[config.mk]
export PLATFORM = sky130hd
export DESIGN_NAME = fragment_reassembly_tracker_unit
export DESIGN_NICKNAME = d
export VERILOG_FILES = /design/src/frt_pkg.sv /design/src/frt_ram.sv /design/src/frt_core.sv /design/src/fragment_reassembly_tracker_unit.sv
export SDC_FILE = /design/constraint.sdc
export NUM_CORES = 2
export LEC_CHECK = 0
export BUFFER_PORTS_ARGS = -buffer_cell sky130_fd_sc_hd__buf_2
export CAP_MARGIN = 20
export CORE_MARGIN = 10
export CORE_UTILIZATION = 60
export CTS_CLUSTER_DIAMETER = 50
export DETAILED_ROUTE_END_ITERATION = 10
export PLACE_DENSITY = 0.77
export RECOVER_POWER = 50
export REMOVE_ABC_BUFFERS = 1
export SLEW_MARGIN = 25
export SYNTH_ARGS = -nofsm -noshare
export SYNTH_HDL_FRONTEND = slang
export SYNTH_SLANG_ARGS = --single-unit
[constraint.sdc]
create_clock -name clk -period 27.5 [get_ports clk]
set_clock_uncertainty 0.1 [all_clocks]
set_input_delay 5.5 -clock clk [delete_from_list [all_inputs] [get_ports clk]]
set_output_delay 5.5 -clock clk [all_outputs]
set_load 0.03 [all_outputs]
[src/frt_pkg.sv]
// Shared types, defaults and codes for the fragment reassembly tracker.
package frt_pkg;

  // Default sizing
  localparam int NUM_CONTEXTS_DEF = 8;
  localparam int FRAG_PAYLOAD_DEF = 200;
  localparam int MAX_FRAGS_DEF    = 64;

  // Configuration register indexes
  localparam logic [1:0] CFG_EXPECTED_VERSION = 2'd0;
  localparam logic [1:0] CFG_TIMEOUT_TICKS    = 2'd1;
  localparam logic [1:0] CFG_MAX_BUNDLE_LEN   = 2'd2;

  // Configuration register reset values
  localparam logic [7:0]  EXPECTED_VERSION_RST = 8'd1;
  localparam logic [31:0] TIMEOUT_TICKS_RST    = 32'd5000;
  localparam logic [31:0] MAX_BUNDLE_LEN_RST   = 32'd65535;

  // Input action codes
  localparam logic ACT_FRAGMENT = 1'b0;
  localparam logic ACT_TICK     = 1'b1;

  typedef enum logic [3:0] {
    ST_STORED      = 4'd0,
    ST_DUPLICATE   = 4'd1,
    ST_OUT_OF_BNDS = 4'd2,
    ST_COMPLETE    = 4'd3,
    ST_SINGLE      = 4'd4,
    ST_TOO_LARGE   = 4'd5,
    ST_NO_CONTEXT  = 4'd6,
    ST_BAD_VERSION = 4'd7,
    ST_TICK        = 4'd8
  } status_t;

  typedef struct packed {
    logic [7:0]  expected_version;
    logic [31:0] timeout_ticks;
    logic [31:0] max_bundle_len;
  } cfg_t;

  typedef struct packed {
    logic        action;
    logic [7:0]  src_node;
    logic [7:0]  version;
    logic        first_flag;
    logic        last_flag;
    logic [15:0] frag_id;
    logic [15:0] frag_offset;
    logic [15:0] frag_bytes;
    logic [31:0] total_size;
  } item_t;

  typedef struct packed {
    status_t     status;
    logic        store_payload;
    logic [2:0]  ctx_index;
    logic [7:0]  done_src_addr;
    logic [31:0] done_length;
    logic [3:0]  expired_count;
  } result_t;

endpackage

[src/frt_ram.sv]
// Generic single-write, single-read RAM with registered read data.
module frt_ram #(
  parameter int WIDTH = 8,
  parameter int DEPTH = 8
) (
  input  logic                                   clk,
  input  logic                                   we,
  input  logic [(DEPTH > 1 ? $clog2(DEPTH) : 1)-1:0] waddr,
  input  logic [WIDTH-1:0]                       wdata,
  input  logic [(DEPTH > 1 ? $clog2(DEPTH) : 1)-1:0] raddr,
  output logic [WIDTH-1:0]                       rdata
);

  logic [WIDTH-1:0] mem [DEPTH];

  // Write port and registered read port
  always_ff @(posedge clk) begin
    if (we) begin
      mem[waddr] <= wdata;
    end
    rdata <= mem[raddr];
  end

endmodule

[src/frt_core.sv]
// Sequencer and shared datapath: slot walk, index divide, bitmap and byte checks.
module frt_core import frt_pkg::*; #(
  parameter int NUM_CONTEXTS = NUM_CONTEXTS_DEF,
  parameter int FRAG_PAYLOAD = FRAG_PAYLOAD_DEF,
  parameter int MAX_FRAGS    = MAX_FRAGS_DEF
) (
  input  logic    clk,
  input  logic    rst,
  input  cfg_t    cfg,
  input  logic    start,
  input  item_t   item,
  output logic    busy,
  output logic    res_valid,
  input  logic    res_ready,
  output result_t res
);

  localparam int IDXW     = NUM_CONTEXTS > 1 ? $clog2(NUM_CONTEXTS) : 1;
  localparam int CNTW     = $clog2(NUM_CONTEXTS + 1);
  localparam int MAP_BITS = MAX_FRAGS < 64 ? MAX_FRAGS : 64;
  localparam int MAPW     = MAP_BITS > 1 ? $clog2(MAP_BITS) : 1;
  localparam logic [32:0] RECIP   = 33'((64'd1 << 32) / FRAG_PAYLOAD);
  localparam logic [15:0] DIVISOR = 16'(FRAG_PAYLOAD);

  typedef struct packed {
    logic [7:0]          source;
    logic [15:0]         bundle_id;
    logic [31:0]         total_bytes;
    logic [31:0]         bytes_seen;
    logic [31:0]         open_tick;
    logic [MAP_BITS-1:0] seen_map;
  } entry_t;

  typedef enum logic [8:0] {
    S_IDLE     = 9'b000000001,
    S_WALK     = 9'b000000010,
    S_DECIDE   = 9'b000000100,
    S_DIV_MUL  = 9'b000001000,
    S_DIV_BACK = 9'b000010000,
    S_DIV_FIX  = 9'b000100000,
    S_CHECK    = 9'b001000000,
    S_FINISH   = 9'b010000000,
    S_DONE     = 9'b100000000
  } state_t;

  state_t                  state;
  logic [CNTW-1:0]         walk_cnt;
  logic [CNTW-1:0]         walk_prev;
  logic [IDXW-1:0]         walk_slot;
  logic [NUM_CONTEXTS-1:0] in_use;
  logic [31:0]             now_ticks;
  item_t                   cur;
  entry_t                  ent;
  entry_t                  rd_ent;
  logic [IDXW-1:0]         slot;
  logic [IDXW-1:0]         spare_slot;
  logic                    hit_found;
  logic                    spare_found;
  logic [15:0]             fidx;
  logic [48:0]             prod;
  logic [32:0]             mul_a;
  logic [15:0]             mul_b;
  logic [31:0]             age;
  logic                    slot_expired;
  logic                    slot_live;
  logic                    key_match;
  logic [16:0]             rem;
  logic                    in_map;
  logic                    seen;
  logic [31:0]             end_pos;
  logic [32:0]             byte_sum;
  logic [5:0]              slot_wide;
  logic                    ram_we;
  logic [IDXW-1:0]         ram_raddr;

  assign busy      = (state != S_IDLE);
  assign res_valid = (state == S_DONE);

  // Walk bookkeeping: read address runs one slot ahead of the processed slot
  assign walk_prev = walk_cnt - CNTW'(1);
  assign walk_slot = walk_prev[IDXW-1:0];
  assign ram_raddr = walk_cnt[IDXW-1:0];
  assign ram_we    = (state == S_FINISH);

  frt_ram #(
    .WIDTH ($bits(entry_t)),
    .DEPTH (NUM_CONTEXTS)
  ) u_ctx_ram (
    .clk   (clk),
    .we    (ram_we),
    .waddr (slot),
    .wdata (ent),
    .raddr (ram_raddr),
    .rdata (rd_ent)
  );

  // Per-slot expiry and key compare on the entry read back
  assign age          = now_ticks - rd_ent.open_tick;
  assign slot_expired = in_use[walk_slot] && (age > cfg.timeout_ticks);
  assign slot_live    = in_use[walk_slot] && !slot_expired;
  assign key_match    = (rd_ent.source == cur.src_node) && (rd_ent.bundle_id == cur.frag_id);

  // Shared multiplier: reciprocal multiply, then quotient times divisor
  always_comb begin
    if (state == S_DIV_BACK) begin
      mul_a = {17'd0, prod[47:32]};
      mul_b = DIVISOR;
    end else begin
      mul_a = RECIP;
      mul_b = cur.frag_offset;
    end
  end

  assign rem = {1'b0, cur.frag_offset} - prod[16:0];

  // Bitmap and bounds checks
  assign in_map    = fidx < 16'(MAP_BITS);
  assign seen      = in_map && ent.seen_map[fidx[MAPW-1:0]];
  assign end_pos   = {15'd0, ({1'b0, cur.frag_offset} + {1'b0, cur.frag_bytes})};
  assign byte_sum  = {1'b0, ent.bytes_seen} + {17'd0, cur.frag_bytes};
  assign slot_wide = 6'(slot);

  // Control state
  always_ff @(posedge clk) begin
    if (rst) begin
      state     <= S_IDLE;
      in_use    <= '0;
      now_ticks <= '0;
    end else begin
      case (state)
        S_IDLE: begin
          if (start) begin
            state <= S_WALK;
          end
        end
        S_WALK: begin
          if (walk_cnt != '0 && slot_expired) begin
            in_use[walk_slot] <= 1'b0;
          end
          if (walk_cnt == CNTW'(NUM_CONTEXTS)) begin
            state <= S_DECIDE;
          end
        end
        S_DECIDE: begin
          if (cur.action == ACT_TICK) begin
            now_ticks <= now_ticks + 32'd1;
            state     <= S_DONE;
          end else if (cur.version != cfg.expected_version ||
                       (cur.first_flag && cur.last_flag)) begin
            state <= S_DONE;
          end else if (!hit_found && !spare_found) begin
            state <= S_DONE;
          end else begin
            if (!hit_found) begin
              in_use[spare_slot] <= 1'b1;
            end
            state <= S_DIV_MUL;
          end
        end
        S_DIV_MUL:  state <= S_DIV_BACK;
        S_DIV_BACK: state <= S_DIV_FIX;
        S_DIV_FIX:  state <= S_CHECK;
        S_CHECK:    state <= S_FINISH;
        S_FINISH: begin
          if (ent.bytes_seen >= ent.total_bytes) begin
            in_use[slot] <= 1'b0;
          end
          state <= S_DONE;
        end
        S_DONE: begin
          if (res_ready) begin
            state <= S_IDLE;
          end
        end
        default: state <= S_IDLE;
      endcase
    end
  end

  // Datapath registers
  always_ff @(posedge clk) begin
    case (state)
      S_IDLE: begin
        walk_cnt    <= '0;
        hit_found   <= 1'b0;
        spare_found <= 1'b0;
        if (start) begin
          cur <= item;
          res <= '{status: ST_STORED, default: '0};
        end
      end
      S_WALK: begin
        walk_cnt <= walk_cnt + CNTW'(1);
        if (walk_cnt != '0) begin
          if (slot_expired && res.expired_count != 4'hF) begin
            res.expired_count <= res.expired_count + 4'd1;
          end
          if (slot_live) begin
            if (!hit_found && key_match) begin
              hit_found <= 1'b1;
              slot      <= walk_slot;
              ent       <= rd_ent;
            end
          end else if (!spare_found) begin
            spare_found <= 1'b1;
            spare_slot  <= walk_slot;
          end
        end
      end
      S_DECIDE: begin
        if (cur.action == ACT_TICK) begin
          res.status <= ST_TICK;
        end else if (cur.version != cfg.expected_version) begin
          res.status <= ST_BAD_VERSION;
        end else if (cur.first_flag && cur.last_flag) begin
          if (cur.total_size > cfg.max_bundle_len) begin
            res.status <= ST_TOO_LARGE;
          end else begin
            res.status        <= ST_SINGLE;
            res.done_src_addr <= cur.src_node;
            res.done_length   <= {16'd0, cur.frag_bytes};
          end
        end else if (!hit_found && !spare_found) begin
          res.status <= ST_NO_CONTEXT;
        end else if (!hit_found) begin
          // Claim the first free slot with a fresh entry
          slot            <= spare_slot;
          ent.source      <= cur.src_node;
          ent.bundle_id   <= cur.frag_id;
          ent.total_bytes <= cur.total_size;
          ent.bytes_seen  <= '0;
          ent.open_tick   <= now_ticks;
          ent.seen_map    <= '0;
        end
      end
      S_DIV_MUL: begin
        prod <= mul_a * {33'd0, mul_b};
      end
      S_DIV_BACK: begin
        fidx <= prod[47:32];
        prod <= mul_a * {33'd0, mul_b};
      end
      S_DIV_FIX: begin
        // Reciprocal estimate is at most one low
        if (rem >= {1'b0, DIVISOR}) begin
          fidx <= fidx + 16'd1;
        end
      end
      S_CHECK: begin
        res.ctx_index <= slot_wide[2:0];
        if (seen) begin
          res.status <= ST_DUPLICATE;
        end else if (end_pos <= ent.total_bytes) begin
          ent.bytes_seen    <= byte_sum[32] ? 32'hFFFF_FFFF : byte_sum[31:0];
          if (in_map) begin
            ent.seen_map[fidx[MAPW-1:0]] <= 1'b1;
          end
          res.store_payload <= 1'b1;
          res.status        <= ST_STORED;
        end else begin
          res.status <= ST_OUT_OF_BNDS;
        end
      end
      S_FINISH: begin
        if (ent.bytes_seen >= ent.total_bytes) begin
          if (ent.total_bytes > cfg.max_bundle_len) begin
            res.status <= ST_TOO_LARGE;
          end else begin
            res.status        <= ST_COMPLETE;
            res.done_src_addr <= ent.source;
            res.done_length   <= ent.total_bytes;
          end
        end
      end
      default: begin
      end
    endcase
  end

endmodule

[src/fragment_reassembly_tracker_unit.sv]
// Top level: configuration registers, input handshake, output register and core.
//
// Tracks reassembly of fragmented bundles in NUM_CONTEXTS context slots keyed by
// source address and fragment id. Each transfer in (a fragment or one time tick)
// first frees slots older than timeout_ticks, then yields exactly one result.
// The core walks the context RAM one slot per cycle through its single read port.
// A tick, a rejected fragment or a single-fragment bundle then goes straight to
// its result, while a tracked fragment also passes through the shared multiplier
// that turns the byte offset into a fragment index and through the bitmap and
// byte-count update.
// in_stall is high while an item is in work; a finished result waits in the
// output register while the next item is taken. The payload itself is not kept:
// store_payload tells the caller to write it to slot ctx_index at frag_offset.
module fragment_reassembly_tracker_unit import frt_pkg::*; #(
  parameter int NUM_CONTEXTS = NUM_CONTEXTS_DEF,
  parameter int FRAG_PAYLOAD = FRAG_PAYLOAD_DEF,
  parameter int MAX_FRAGS    = MAX_FRAGS_DEF
) (
  input  logic        clk,
  input  logic        rst,
  // configuration write channel
  input  logic        cfg_valid,
  output logic        cfg_ready,
  input  logic [1:0]  cfg_index,
  input  logic [31:0] cfg_data,
  // input channel
  input  logic        in_valid,
  output logic        in_stall,
  input  logic        action,
  input  logic [7:0]  src_node,
  input  logic [7:0]  version,
  input  logic        first_flag,
  input  logic        last_flag,
  input  logic [15:0] frag_id,
  input  logic [15:0] frag_offset,
  input  logic [15:0] frag_bytes,
  input  logic [31:0] total_size,
  // output channel
  output logic        out_valid,
  input  logic        out_stall,
  output logic [3:0]  status,
  output logic        store_payload,
  output logic [2:0]  ctx_index,
  output logic [7:0]  done_src_addr,
  output logic [31:0] done_length,
  output logic [3:0]  expired_count
);

  cfg_t    cfg;
  item_t   item;
  result_t res;
  logic    busy;
  logic    res_valid;
  logic    res_ready;
  logic    start;

  assign cfg_ready = 1'b1;
  assign in_stall  = busy;
  assign start     = in_valid && !busy;
  assign res_ready = !out_valid || !out_stall;

  assign item = '{
    action:      action,
    src_node:    src_node,
    version:     version,
    first_flag:  first_flag,
    last_flag:   last_flag,
    frag_id:     frag_id,
    frag_offset: frag_offset,
    frag_bytes:  frag_bytes,
    total_size:  total_size
  };

  // Configuration registers
  always_ff @(posedge clk) begin
    if (rst) begin
      cfg.expected_version <= EXPECTED_VERSION_RST;
      cfg.timeout_ticks    <= TIMEOUT_TICKS_RST;
      cfg.max_bundle_len   <= MAX_BUNDLE_LEN_RST;
    end else if (cfg_valid && cfg_ready) begin
      case (cfg_index)
        CFG_EXPECTED_VERSION: cfg.expected_version <= cfg_data[7:0];
        CFG_TIMEOUT_TICKS:    cfg.timeout_ticks    <= cfg_data;
        CFG_MAX_BUNDLE_LEN:   cfg.max_bundle_len   <= cfg_data;
        default: begin
        end
      endcase
    end
  end

  frt_core #(
    .NUM_CONTEXTS (NUM_CONTEXTS),
    .FRAG_PAYLOAD (FRAG_PAYLOAD),
    .MAX_FRAGS    (MAX_FRAGS)
  ) u_core (
    .clk       (clk),
    .rst       (rst),
    .cfg       (cfg),
    .start     (start),
    .item      (item),
    .busy      (busy),
    .res_valid (res_valid),
    .res_ready (res_ready),
    .res       (res)
  );

  // Output register: load a finished result, drop valid once transferred
  always_ff @(posedge clk) begin
    if (rst) begin
      out_valid <= 1'b0;
    end else if (res_valid && res_ready) begin
      out_valid <= 1'b1;
    end else if (!out_stall) begin
      out_valid <= 1'b0;
    end
  end

  always_ff @(posedge clk) begin
    if (res_valid && res_ready) begin
      status        <= res.status;
      store_payload <= res.store_payload;
      ctx_index     <= res.ctx_index;
      done_src_addr <= res.done_src_addr;
      done_length   <= res.done_length;
      expired_count <= res.expired_count;
    end
  end

endmodule
==> flow_summary.toml <==
[hold_path]
hold_class = "reg2reg"
hold_start = "u_core.res[36]"

[timing]
slew_violations = 950
final-hold-violation-count = 0
tightest_slew_ns = 9.589
hold_slack_ns = 0.3189
max_freq_ghz = 0.07955
setup_slack_ns = 14.93
setup_violations = 0
fin_crit_sh = 0.4571
rsz0062_at_grt = "false"
tns_ns = 0
max_slew_margin = -5.393
post-route-min-period_ns = 12.57

[placement]
dp_hpwl_um = 145400
io_buffer_count = 191
dpl_worst_slack_ns = 19.44
gp_congestion = 0.9155

[yosys]
synth-xor-area-share = 0.01491
synthDistinctLibCells = 79
syn_area_um2 = 97540
synthAdderAreaFrac = 0.09364
synth-seq-cells = 2219
yosysTopAreaCell = "edfxtp_1"
yosys_warnings = 0
synthTopCellsByArea = "edfxtp_1 (59%), mux4_2 (8.6%), dfxtp_1 (6.3%)"
synthMuxAreaShare = 0.1110
synth_top_area_frac = 0.5890
synth_top_family_by_area = "multiplexers"
synth_edf_count = 1913
yosys.area_share.simple = 0.05212
seq_area_frac_synth = 0.6518
synth_cells = 6182
async_reset_ff_frac = 0
avgSynthCellArea_um2 = 15.78
yosys_most_used_dff = "edfxtp_1"
synth-compound-area-share = 0.04904

[routing]
ant_nets = 0
drt_first_pass_iters = 6
wl_um = 235600
via_count = 54780
vias_per_cell = 6.142
wl_per_cell_um = 26.42
drt_iter0_markers = 6185
route.detailed.drc = 0

[global_route]
antenna_found_initial = 16
grt_pass1_vias = 56320
grt.total_usage = 0.2623
grt_pass1_wl_um = 353800
gr-total-overflow = 0
grt_max_degree = 146

[final_layout]
fillCellCount = 10610
layout_commonest_cell = "edfxtp_1"
drive_gt1_frac = 0.1770
area_growth_syn_to_layout_pct = 11.53
final_cell_mix = "edfxtp_1 (1913), nand2_1 (554), inv_1 (489), ha_1 (386), mux4_2 (374)"
nNetsFinal = 7297

[clocking]
cts-root-buf = "clkbuf_16"
cts_setup_buffers = 0
cts_hold_buf = 0
clock_latency_ns = 0.86
clk_pin_slew_worst_paths_ns = 0.07
cts_tree = "yes"
cts_inserted_buffers = 210
ctsResizeCount = 0
htree_levels = 4
cts_buffer_depth = 3
cts.sinks = 2219

[critical_path]
r2r-start = "u_core.walk_cnt[1]"
crit_fanout = 145
required_ns = 28.13
cp-start-kind = "flop"
regToRegSetupSlack_ns = 14.93
crit_path_end_kind = "flop"
worstPathArrival_ns = 13.20
crit_type = "reg2reg"
critPathLaunch = "u_core.walk_cnt[1]"

[floorplanning]
initial_core_util = 0.6054
num_io_pins = 193
die_h_um = 423.2
die_width_um = 423.2
fp-row-count = 147
core_um2 = 161100
die_area_um2 = 179100

[flow_run]
maxCapViolCount = 18

[outcome]
failed_checks = "max-capacitance violations, max-slew violations"
status = "complete, but fails checks"

[power_and_ir_drop]
cellLeakagePower_nw = 39.65
ir_drop_uv = 475.6
pwr_density_cell_nw_per_um2 = 103.6
## where the power goes
part	leakage [nW]	internal, mW	switching, mW
Clock	3.49	1.71	1.27
Combinational	16.3	1.85	2.28
Sequential	19.8	4.00	0.160
Total	39.6	7.55	3.71
## layer usage
metal,GRT usage,up-vias,routed length (um)
met5,0,-,0
met4,0.1404,0,13510
met3,0.04787,519,18880
met2,0.4290,2528,115800
met1,0.3350,27860,87450
li1,-,23880,-
## registers in the layout, summed over array words and instances (netlist names), 4 cells and up
register / count
u_core.prod: 26
cfg: 72
u_core.ent: 184
u_core.cur: 99
u_core.res: 52
u_core.u_ctx_ram.mem: 1472
u_core.fidx: 16
u_core.u_ctx_ram.rdata: 184
status: 4
expired_count: 4
done_length: 32
u_core.now_ticks: 32
u_core.state: 9
u_core.walk_cnt: 4
done_src_addr: 8
u_core.in_use: 8
## synth_stat cells (29+ instances only)
master    count
xnor2_1      87
ha_1        386
inv_1       490
nor2b_1      38
dfxtp_1     306
fa_1        215
nand3_1      55
a21oi_1     269
nand2_1     554
xor2_1       79
nor3_1       39
nand4_1      56
mux4_2      374
a21o_1       97
edfxtp_1   1913
a211o_1      29
a31oi_1      30
nor2_1      191
clkbuf_1    162
mux2_2      193
buf_1        50
o21ai_0     221
## logic make-up after synthesis
| logic type | count (synthesis) |
|---|---|
| multiplexers | 590 |
| buffers and inverters | 708 |
| AND/OR/NAND/NOR | 1105 |
| adder cells (fa/ha/maj) | 601 |
| flip-flops | 2219 |
| AO/OA/AOI/OAI | 791 |
| XOR/XNOR | 166 |
| other | 2 |
## metrics by stage
step           utilization  std cells  power (mW)  area [um^2]
2_1_floorplan            -       6054       7.592        97040
3_3_place_gp        0.6314       8504       8.158       101700
3_5_place_dp        0.6315       8505       8.245       101800
4_1_cts             0.6761       8904       11.23       108900
5_1_grt             0.6751       8916       11.96       108800
6_report            0.6752       8918       11.27       108800
## layout make-up
cell class	count	area (um^2)	area share
Multi-Input combinational cell	3343	31750	0.2919
Timing Repair Buffer	292	1697	0.01560
Clock inverter	107	1316	0.01210
Tap cell	2160	2703	0.02484
Clock buffer	292	5864	0.05391
Antenna cell	13	32.53	0.0002991
Sequential cell	2219	63570	0.5844
Inverter	492	1849	0.01700
## worst paths after layout
path                                                    end  cells after the start
worst max register to register  u_core.u_ctx_ram.rdata[148]                      6
worst min-delay path                       done_src_addr[0]                      0
worst min register to register             done_src_addr[0]                      0
worst max-delay path            u_core.u_ctx_ram.rdata[148]                      6
## critical path, stage by stage, from the launching register on
cell and delay [ns]:
edfxtp_1 0.32, clkbuf_1 2.02, clkbuf_1 6.78, buf_4 1.50
buf_6 0.74, mux4_2 0.45, mux2_2 0.30
(Power assumes the default switching activity.)
